[src/i2cm_pkg.sv]
// shared types and constants for the i2c master bit engine
`timescale 1ns / 1ps

package i2cm_pkg;

   localparam int BITS_PER_BYTE = 8;
   localparam int BIT_CNT_W     = $clog2(BITS_PER_BYTE);
   localparam int HALF_W        = 16;
   localparam logic [HALF_W-1:0] HALF_PERIOD_RESET = 16'd1000;

   localparam int REQ_TDATA_W = 24;
   localparam int RSP_TDATA_W = 16;

   // command codes carried on req_tuser
   typedef enum logic [1:0] {
      REQ_START = 2'd0,
      REQ_STOP  = 2'd1,
      REQ_WRITE = 2'd2,
      REQ_READ  = 2'd3
   } req_kind_type;

   // where the sda latch takes its value from in a phase
   typedef enum logic [2:0] {
      SDA_HOLD,
      SDA_LOW,
      SDA_HIGH,
      SDA_WBIT,
      SDA_ACK
   } sda_sel_type;

   typedef enum logic [4:0] {
      ST_IDLE,
      ST_START_A,
      ST_START_B,
      ST_START_C,
      ST_STOP_A,
      ST_STOP_B,
      ST_STOP_C,
      ST_WR_DATA,
      ST_WR_HIGH,
      ST_WR_LOW,
      ST_WR_ACK_REL,
      ST_WR_ACK_HIGH,
      ST_WR_DONE,
      ST_RD_LOW,
      ST_RD_HIGH,
      ST_RD_END_LOW,
      ST_RD_ACK_DRIVE,
      ST_RD_ACK_HIGH,
      ST_RD_ACK_LOW
   } state_type;

   // controller to datapath
   typedef struct packed {
      logic        load;    // capture request fields
      logic        step;    // apply phase, present item, start hold timer
      logic        scl;
      sda_sel_type sda_sel;
      logic        dir;     // 1 sda released as input
      logic        last;
      logic        rd_out;  // put read byte on this item
      logic        status;
      logic        shift;   // advance write shift register
   } ctl_cmd_type;

   // datapath to controller
   typedef struct packed {
      logic done;       // hold time over and item taken
      logic slave_nack; // captured ack slot level
   } dp_sts_type;

endpackage

[src/i2c_master_bit_engine.sv]
// top level of the i2c master bit engine: sequencer plus pin datapath
`timescale 1ns / 1ps
//
//  channel | direction | handshake              | payload
//  --------+-----------+------------------------+-------------------------------------
//  req     | in        | req_tvalid/req_tready  | tuser command, tdata byte/ack/read bits
//  rsp     | out       | rsp_tvalid/rsp_tready  | tdata pin phase, tlast end of command
//  csr     | in        | csr_valid/csr_ready    | csr_wdata half period in clock cycles
//
//  one command item gives 3 (start, stop), 20 (read), 27 or 29 (write) phase items
//  the hold timer keeps each phase for the programmed half period, and the next phase
//  also waits until the previous phase item has been taken; rsp stalls add to that
//  one command at a time: req_tready is high only while the sequencer is idle
//  synchronous active-high reset releases scl and sda (high, sda as output) and
//  sets the half period to 1000; csr_ready is always high
//
module i2c_master_bit_engine (
   input  logic                              clock,
   input  logic                              reset,
   // slave side
   input  logic                              req_tvalid,
   output logic                              req_tready,
   // write_byte[7:0], send_ack[8], slave_ack_level[9], bus_read_bits[17:10], zero fill
   input  logic [i2cm_pkg::REQ_TDATA_W-1:0]  req_tdata,
   // req_type[1:0]
   input  logic [1:0]                        req_tuser,
   // master side
   output logic                              rsp_tvalid,
   input  logic                              rsp_tready,
   // scl_level[0], sda_level[1], sda_is_input[2], read_data[10:3], status[11], zero fill
   output logic [i2cm_pkg::RSP_TDATA_W-1:0]  rsp_tdata,
   // last_phase
   output logic                              rsp_tlast,
   // half period register
   input  logic                              csr_valid,
   output logic                              csr_ready,
   input  logic [i2cm_pkg::HALF_W-1:0]       csr_wdata
);
   import i2cm_pkg::*;

   ctl_cmd_type cmd;   // phase actions from the sequencer
   dp_sts_type  sts;   // hold done and captured ack level

   i2cm_ctrl u_ctrl (
      .clock      (clock),
      .reset      (reset),
      .req_tvalid (req_tvalid),
      .req_tready (req_tready),
      .req_tuser  (req_tuser),
      .sts        (sts),
      .cmd        (cmd)
   );

   i2cm_datapath u_datapath (
      .clock      (clock),
      .reset      (reset),
      .req_tdata  (req_tdata),
      .csr_valid  (csr_valid),
      .csr_ready  (csr_ready),
      .csr_wdata  (csr_wdata),
      .cmd        (cmd),
      .sts        (sts),
      .rsp_tvalid (rsp_tvalid),
      .rsp_tready (rsp_tready),
      .rsp_tdata  (rsp_tdata),
      .rsp_tlast  (rsp_tlast)
   );

endmodule

[src/i2cm_datapath.sv]
// pin latches, request capture, phase hold timer and result register
`timescale 1ns / 1ps

module i2cm_datapath (
   input  logic                                 clock,
   input  logic                                 reset,
   input  logic [i2cm_pkg::REQ_TDATA_W-1:0]     req_tdata,
   input  logic                                 csr_valid,
   output logic                                 csr_ready,
   input  logic [i2cm_pkg::HALF_W-1:0]          csr_wdata,
   input  i2cm_pkg::ctl_cmd_type                cmd,
   output i2cm_pkg::dp_sts_type                 sts,
   output logic                                 rsp_tvalid,
   input  logic                                 rsp_tready,
   output logic [i2cm_pkg::RSP_TDATA_W-1:0]     rsp_tdata,
   output logic                                 rsp_tlast
);
   import i2cm_pkg::*;

   logic [HALF_W-1:0]        half_ff, half_in;
   logic [HALF_W-1:0]        timer_ff, timer_in;
   logic [BITS_PER_BYTE-1:0] wshift_ff, wshift_in;
   logic [BITS_PER_BYTE-1:0] rbits_ff, rbits_in;
   logic                     send_ack_ff, send_ack_in;
   logic                     nack_ff, nack_in;
   logic                     scl_ff, scl_in;
   logic                     sda_ff, sda_in;
   logic                     dir_ff, dir_in;
   logic                     vld_ff, vld_in;
   logic [RSP_TDATA_W-1:0]   data_ff, data_in;
   logic                     last_ff, last_in;
   logic                     sda_next;

   assign csr_ready = 1'b1;
   assign half_in   = csr_valid ? csr_wdata : half_ff;

   always_comb begin
      unique case (cmd.sda_sel)
         SDA_HOLD: sda_next = sda_ff;
         SDA_LOW:  sda_next = 1'b0;
         SDA_HIGH: sda_next = 1'b1;
         SDA_WBIT: sda_next = wshift_ff[BITS_PER_BYTE-1];
         SDA_ACK:  sda_next = ~send_ack_ff;
         default:  sda_next = sda_ff;
      endcase
   end

   always_comb begin
      wshift_in   = wshift_ff;
      rbits_in    = rbits_ff;
      send_ack_in = send_ack_ff;
      nack_in     = nack_ff;
      if (cmd.load) begin
         wshift_in   = req_tdata[7:0];
         send_ack_in = req_tdata[8];
         nack_in     = req_tdata[9];
         rbits_in    = req_tdata[17:10];
      end else if (cmd.shift) begin
         wshift_in = {wshift_ff[BITS_PER_BYTE-2:0], 1'b0};
      end
   end

   always_comb begin
      scl_in   = scl_ff;
      sda_in   = sda_ff;
      dir_in   = dir_ff;
      data_in  = data_ff;
      last_in  = last_ff;
      vld_in   = vld_ff & ~rsp_tready;
      timer_in = (timer_ff != '0) ? timer_ff - 1'b1 : timer_ff;
      if (cmd.step) begin
         scl_in   = cmd.scl;
         sda_in   = sda_next;
         dir_in   = cmd.dir;
         vld_in   = 1'b1;
         last_in  = cmd.last;
         // scl, sda, dir, read byte, status from bit 0 up
         data_in  = {4'b0000,
                     cmd.last & cmd.status,
                     (cmd.last & cmd.rd_out) ? rbits_ff : '0,
                     cmd.dir, sda_next, cmd.scl};
         timer_in = (half_ff != '0) ? half_ff - 1'b1 : '0;
      end
   end

   assign sts.done       = (timer_ff == '0) & ~vld_ff;
   assign sts.slave_nack = nack_ff;

   assign rsp_tvalid = vld_ff;
   assign rsp_tdata  = data_ff;
   assign rsp_tlast  = last_ff;

   always_ff @(posedge clock) begin
      if (reset) begin
         half_ff  <= HALF_PERIOD_RESET;
         timer_ff <= '0;
         scl_ff   <= 1'b1;
         sda_ff   <= 1'b1;
         dir_ff   <= 1'b0;
         vld_ff   <= 1'b0;
      end else begin
         half_ff  <= half_in;
         timer_ff <= timer_in;
         scl_ff   <= scl_in;
         sda_ff   <= sda_in;
         dir_ff   <= dir_in;
         vld_ff   <= vld_in;
      end
   end

   always_ff @(posedge clock) begin
      wshift_ff   <= wshift_in;
      rbits_ff    <= rbits_in;
      send_ack_ff <= send_ack_in;
      nack_ff     <= nack_in;
      data_ff     <= data_in;
      last_ff     <= last_in;
   end

endmodule

[src/i2cm_ctrl.sv]
// phase sequencer for start, stop, write byte and read byte commands
`timescale 1ns / 1ps

module i2cm_ctrl (
   input  logic                   clock,
   input  logic                   reset,
   input  logic                   req_tvalid,
   output logic                   req_tready,
   input  logic [1:0]             req_tuser,
   input  i2cm_pkg::dp_sts_type   sts,
   output i2cm_pkg::ctl_cmd_type  cmd
);
   import i2cm_pkg::*;

   state_type            state_ff, state_in;
   logic                 issued_ff, issued_in;
   logic [BIT_CNT_W-1:0] bit_cnt_ff, bit_cnt_in;
   logic                 status_ff, status_in;
   logic                 advance;
   logic                 accept;
   logic                 last_bit;

   assign accept   = (state_ff == ST_IDLE) & req_tvalid;
   assign advance  = issued_ff & sts.done;
   assign last_bit = (bit_cnt_ff == BIT_CNT_W'(BITS_PER_BYTE - 1));

   // next state
   always_comb begin
      state_in = state_ff;
      unique case (state_ff)
         ST_IDLE: begin
            if (req_tvalid) begin
               unique case (req_kind_type'(req_tuser))
                  REQ_START: state_in = ST_START_A;
                  REQ_STOP:  state_in = ST_STOP_A;
                  REQ_WRITE: state_in = ST_WR_DATA;
                  REQ_READ:  state_in = ST_RD_LOW;
                  default:   state_in = ST_IDLE;
               endcase
            end
         end
         ST_START_A:      if (advance) state_in = ST_START_B;
         ST_START_B:      if (advance) state_in = ST_START_C;
         ST_START_C:      if (advance) state_in = ST_IDLE;
         ST_STOP_A:       if (advance) state_in = ST_STOP_B;
         ST_STOP_B:       if (advance) state_in = ST_STOP_C;
         ST_STOP_C:       if (advance) state_in = ST_IDLE;
         ST_WR_DATA:      if (advance) state_in = ST_WR_HIGH;
         ST_WR_HIGH:      if (advance) state_in = ST_WR_LOW;
         ST_WR_LOW:       if (advance) state_in = last_bit ? ST_WR_ACK_REL : ST_WR_DATA;
         ST_WR_ACK_REL:   if (advance) state_in = ST_WR_ACK_HIGH;
         ST_WR_ACK_HIGH:  if (advance) state_in = sts.slave_nack ? ST_STOP_A : ST_WR_DONE;
         ST_WR_DONE:      if (advance) state_in = ST_IDLE;
         ST_RD_LOW:       if (advance) state_in = ST_RD_HIGH;
         ST_RD_HIGH:      if (advance) state_in = last_bit ? ST_RD_END_LOW : ST_RD_LOW;
         ST_RD_END_LOW:   if (advance) state_in = ST_RD_ACK_DRIVE;
         ST_RD_ACK_DRIVE: if (advance) state_in = ST_RD_ACK_HIGH;
         ST_RD_ACK_HIGH:  if (advance) state_in = ST_RD_ACK_LOW;
         ST_RD_ACK_LOW:   if (advance) state_in = ST_IDLE;
         default:         state_in = ST_IDLE;
      endcase
   end

   // sequencing counters
   always_comb begin
      issued_in  = (state_ff != ST_IDLE) & ~advance;
      bit_cnt_in = bit_cnt_ff;
      status_in  = status_ff;
      if (accept) begin
         bit_cnt_in = '0;
         status_in  = 1'b0;
      end else if (advance) begin
         if ((state_ff == ST_WR_LOW) || (state_ff == ST_RD_HIGH)) begin
            bit_cnt_in = bit_cnt_ff + 1'b1;
         end
         if ((state_ff == ST_WR_ACK_HIGH) && sts.slave_nack) begin
            status_in = 1'b1;
         end
      end
   end

   // phase actions
   always_comb begin
      req_tready  = (state_ff == ST_IDLE);
      cmd.load    = accept;
      cmd.step    = (state_ff != ST_IDLE) & ~issued_ff;
      cmd.scl     = 1'b0;
      cmd.sda_sel = SDA_HOLD;
      cmd.dir     = 1'b0;
      cmd.last    = 1'b0;
      cmd.rd_out  = 1'b0;
      cmd.status  = 1'b0;
      cmd.shift   = 1'b0;
      unique case (state_ff)
         ST_IDLE: ;
         ST_START_A: begin
            cmd.scl     = 1'b1;
            cmd.sda_sel = SDA_HIGH;
         end
         ST_START_B: begin
            cmd.scl     = 1'b1;
            cmd.sda_sel = SDA_LOW;
         end
         ST_START_C: begin
            cmd.last    = 1'b1;
         end
         ST_STOP_A: begin
            cmd.sda_sel = SDA_LOW;
         end
         ST_STOP_B: begin
            cmd.scl     = 1'b1;
         end
         ST_STOP_C: begin
            cmd.scl     = 1'b1;
            cmd.sda_sel = SDA_HIGH;
            cmd.last    = 1'b1;
            cmd.status  = status_ff;
         end
         ST_WR_DATA: begin
            cmd.sda_sel = SDA_WBIT;
         end
         ST_WR_HIGH: begin
            cmd.scl     = 1'b1;
         end
         ST_WR_LOW: begin
            cmd.shift   = cmd.step;
         end
         ST_WR_ACK_REL: begin
            cmd.sda_sel = SDA_HIGH;
            cmd.dir     = 1'b1;
         end
         ST_WR_ACK_HIGH: begin
            cmd.scl     = 1'b1;
            cmd.dir     = 1'b1;
         end
         ST_WR_DONE: begin
            cmd.dir     = 1'b1;
            cmd.last    = 1'b1;
         end
         ST_RD_LOW: begin
            cmd.dir     = 1'b1;
         end
         ST_RD_HIGH: begin
            cmd.scl     = 1'b1;
            cmd.dir     = 1'b1;
         end
         ST_RD_END_LOW: begin
            cmd.dir     = 1'b1;
         end
         ST_RD_ACK_DRIVE: begin
            cmd.sda_sel = SDA_ACK;
         end
         ST_RD_ACK_HIGH: begin
            cmd.scl     = 1'b1;
         end
         ST_RD_ACK_LOW: begin
            cmd.last    = 1'b1;
            cmd.rd_out  = 1'b1;
         end
         default: ;
      endcase
   end

   always_ff @(posedge clock) begin
      if (reset) begin
         state_ff   <= ST_IDLE;
         issued_ff  <= 1'b0;
         bit_cnt_ff <= '0;
         status_ff  <= 1'b0;
      end else begin
         state_ff   <= state_in;
         issued_ff  <= issued_in;
         bit_cnt_ff <= bit_cnt_in;
         status_ff  <= status_in;
      end
   end

endmodule

[config.mk]
export PLATFORM = sky130hd
export DESIGN_NAME = i2c_master_bit_engine
export DESIGN_NICKNAME = d
export VERILOG_FILES = /design/src/i2cm_pkg.sv /design/src/i2c_master_bit_engine.sv /design/src/i2cm_datapath.sv /design/src/i2cm_ctrl.sv
export SDC_FILE = /design/constraint.sdc
export NUM_CORES = 1
export LEC_CHECK = 0
export BUFFER_PORTS_ARGS = -buffer_cell sky130_fd_sc_hd__buf_2
export CAP_MARGIN = 20
export CORE_ASPECT_RATIO = 1.2
export CORE_MARGIN = 3
export CORE_UTILIZATION = 60
export DETAILED_ROUTE_END_ITERATION = 12
export PLACE_DENSITY = 0.9
export REMOVE_ABC_BUFFERS = 1
export SLEW_MARGIN = 20
export SYNTH_ARGS = -nofsm -noshare
export SYNTH_HDL_FRONTEND = slang
export SYNTH_SLANG_ARGS = --single-unit
[constraint.sdc]
create_clock -name clock -period 4 [get_ports clock]
set_clock_uncertainty 0.15 [all_clocks]
set_input_delay 0.2 -clock clock [delete_from_list [all_inputs] [get_ports clock]]
set_output_delay 0.2 -clock clock [all_outputs]
set_load 0.005 [all_outputs]
==> impl_metrics.env <==
export IMPL_outcome="completed"
export IMPL_critPathArrivalTime_ns=3.03
export IMPL_leakage_uw=0.00185
export IMPL_grt_pass1_wl_mm=14.8
export IMPL_netlist_area_leader_share=0.240
export IMPL_r2r_slack_ns=1.05
export IMPL_cts_max_level=3
export IMPL_ys_ff_latch=75
export IMPL_place_gp_congestion=0.935
export IMPL_clock_path_buffers=2
export IMPL_drt_wirelength_per_cell_um=15.6
export IMPL_antenna_cells=0
export IMPL_ys_warn_count=0
export IMPL_start_kind="register"
export IMPL_min_from="req_tdata[6]"
export IMPL_dpl_worst_slack_ns=1.07
export IMPL_synthCells=394
export IMPL_remaining_drc_errors=0
export IMPL_final_nets=526
export IMPL_clock_sinks=75
export IMPL_yosysTopAreaCell="edfxtp_1"
export IMPL_drt_first_pass_iters=5
export IMPL_hpwl_mm=5.88
export IMPL_syn_avg_cell_area_um2=9.85
export IMPL_async_flop_share=0
export IMPL_whs_ns=0.0102
export IMPL_grt_overflow_total=0
export IMPL_critPathRequiredTime_ns=4.08
export IMPL_path_max_fanout=21
export IMPL_reg2reg_to="u_datapath.timer_ff[9]"
export IMPL_cts_repair_resized=0
export IMPL_rsz0062_at_grt="no"
export IMPL_wirelength_mm=8.75
export IMPL_detail_route_antenna_nets=0
export IMPL_p_per_area_nw_per_um2=716
export IMPL_dieArea_um2=7480
export IMPL_port_buffers=55
export IMPL_maxCapViolCount=0
export IMPL_totalPowerFinal_uw=3370
export IMPL_r2r_start="u_ctrl.state_ff[1]"
export IMPL_period_share=0.737
export IMPL_cts_tree="yes"
export IMPL_endpoint_kind="register"
export IMPL_antenna_found_initial=0
export IMPL_synth_most_common_cell="dfxtp_1"
export IMPL_grt_pass1_vias=3230
export IMPL_root_buffer="clkbuf_8"
export IMPL_drive_above_1_share=0.205
export IMPL_hold_viol_final=0
export IMPL_ir_worst_vdd_uv=358
export IMPL_worst_pin_slew_ns=0.983
export IMPL_die_height_um=94.1
export IMPL_ios=67
export IMPL_route_vias_total=3310
export IMPL_setup_tns_ns=0
export IMPL_vias_per_cell=5.90
export IMPL_syn_to_final_growth_pct=21.1
export IMPL_drv_slew=0
export IMPL_cts_clk_slew_worst_paths_ns=0.08
export IMPL_hp_class="input pin to register"
export IMPL_start_util=0.630
export IMPL_synth_flop_cell="dfxtp_1"
export IMPL_r2r_cells=7
export IMPL_worst_slack_ns=1.05
export IMPL_synth_area_um2=3880
export IMPL_clock_latency_ns=0.36
export IMPL_crit_type="register to register"
export IMPL_grt_max_degree=24
export IMPL_fmax_mhz=339
export IMPL_ys_types=70
export IMPL_holdPathEnd="u_datapath.wshift_ff[6]"
export IMPL_fin_crit_ns=2.95
export IMPL_die_x_um=79.4
export IMPL_synth_edff_count=31
export IMPL_cts_buffers=9
export IMPL_drt_first_iter_violations=335
export IMPL_holdPathStages=2
export IMPL_placement_rows=31
export IMPL_coreArea_um2=6170
export IMPL_grt_usage=0.254
export IMPL_netlist_top_cells_area="edfxtp_1, dfxtp_1, mux2i_1"
export IMPL_max_slew_margin=0.339
export IMPL_setup_violations=0
export IMPL_seq_area_frac_synth=0.467
export IMPL_synthTopCellsByCount="dfxtp_1, nor2_1, edfxtp_1, nand2_1, mux2i_1"
## report_power, final
| group | switching (µW) | internal, µW | total (µW) |
|---|---|---|---|
| Combinational | 858 | 629 | 1490 |
| Clock | 309 | 300 | 609 |
| Sequential | 155 | 1120 | 1270 |
## cells in the final DEF (no fill, tap or decap), types with 7 or more instances in the layout
cell / count
dfxtp_1: 44
dlygate4sd3_1: 33
and2_1: 11
inv_1: 9
xnor2_1: 14
buf_2: 55
clkbuf_8: 9
xor2_1: 10
nor3_1: 9
edfxtp_1: 31
nand3_1: 8
o21ai_0: 13
a21oi_1: 14
nor2_1: 39
mux2i_1: 18
a22oi_1: 8
mux2_2: 7
nand2_1: 31
o21a_1: 7
## worst max-delay path by stage
| stage | from | slack [ns] | end |
|---|---|---|---|
| floorplan | u_ctrl.state_ff[2] | 1.13 | u_datapath.wshift_ff[0] |
| global placement | u_ctrl.state_ff[1] | 1.11 | u_datapath.sda_ff |
| detailed placement | u_ctrl.state_ff[1] | 1.07 | u_datapath.timer_ff[9] |
| CTS | u_ctrl.state_ff[1] | 1.04 | u_datapath.timer_ff[9] |
| global route | u_ctrl.state_ff[1] | 0.89 | u_datapath.timer_ff[9] |
| finish | u_ctrl.state_ff[1] | 1.05 | u_datapath.timer_ff[9] |
## repair_timing
action                                 CTS  global route
setup endpoints to repair                0             0
buffers inserted                         0             0
hold buffers                            33             0
endpoints found under the hold margin   33             0
## worst max-delay path, stage by stage (launching register included)
cell and delay (ns):
dfxtp_1 0.51, or3_4 0.50, nor3_4 0.24, or2_2 0.36, inv_1 0.22, buf_4 0.27, o21ai_2 0.41, o21ai_0 0.15
## metal layers
| layer | vias to the layer above | routed length (µm) | global-route usage |
|---|---|---|---|
| met1 | 1562 | 3410 | 0.282 |
| met4 | 0 | 278 | 0.120 |
| met5 | - | 0 | 0 |
| met2 | 133 | 4610 | 0.458 |
| met3 | 29 | 447 | 0.0489 |
| li1 | 1586 | - | - |
## stage by stage
step,cell area [µm²],util,instances
detailed placement,4170,0.675,512
floorplan,3750,-,370
finish,4700,0.763,561
CTS,4700,0.763,561
global route,4700,0.763,561
global placement,4170,0.675,512
## layout make-up
cell class                 instances  area, µm²
sequential                        75       1810
tap                               82        103
clock inverter                     7       83.8
timing repair buffer              93        643
inverter                          10       37.5
multi-input combinational        285       1900
fill                             398       1460
clock buffer                       9        124
## state kept, by name, summed over array words and instances (netlist names)
signal and cells:
u_datapath.half_ff 16, u_datapath.timer_ff 16, u_datapath.rsp_tdata 12, u_datapath.rbits_ff 8, u_datapath.wshift_ff 8, u_ctrl.state_ff 5, u_ctrl.bit_cnt_ff 3, u_ctrl.issued_ff 1
u_ctrl.status_ff 1, u_datapath.nack_ff 1, u_datapath.rsp_tlast 1, u_datapath.rsp_tvalid 1, u_datapath.sda_ff 1, u_datapath.send_ack_ff 1
## cell families (layout without fill, tap and decap cells)
logic type                 after synthesis  in the layout  synth area share
and+or+nand+nor                        142            142             0.193
muxes                                   25             25            0.0667
other                                    2              5           0.00193
adders and majority gates                5              5            0.0161
DFF                                     75             75             0.467
AOI/OAI and AO/OA                       84             84             0.155
xor gates and xnor gates                24             24            0.0541
buffers and inverters                   37            119            0.0467
No activity file was read; power rests on OpenSTA's default activity.
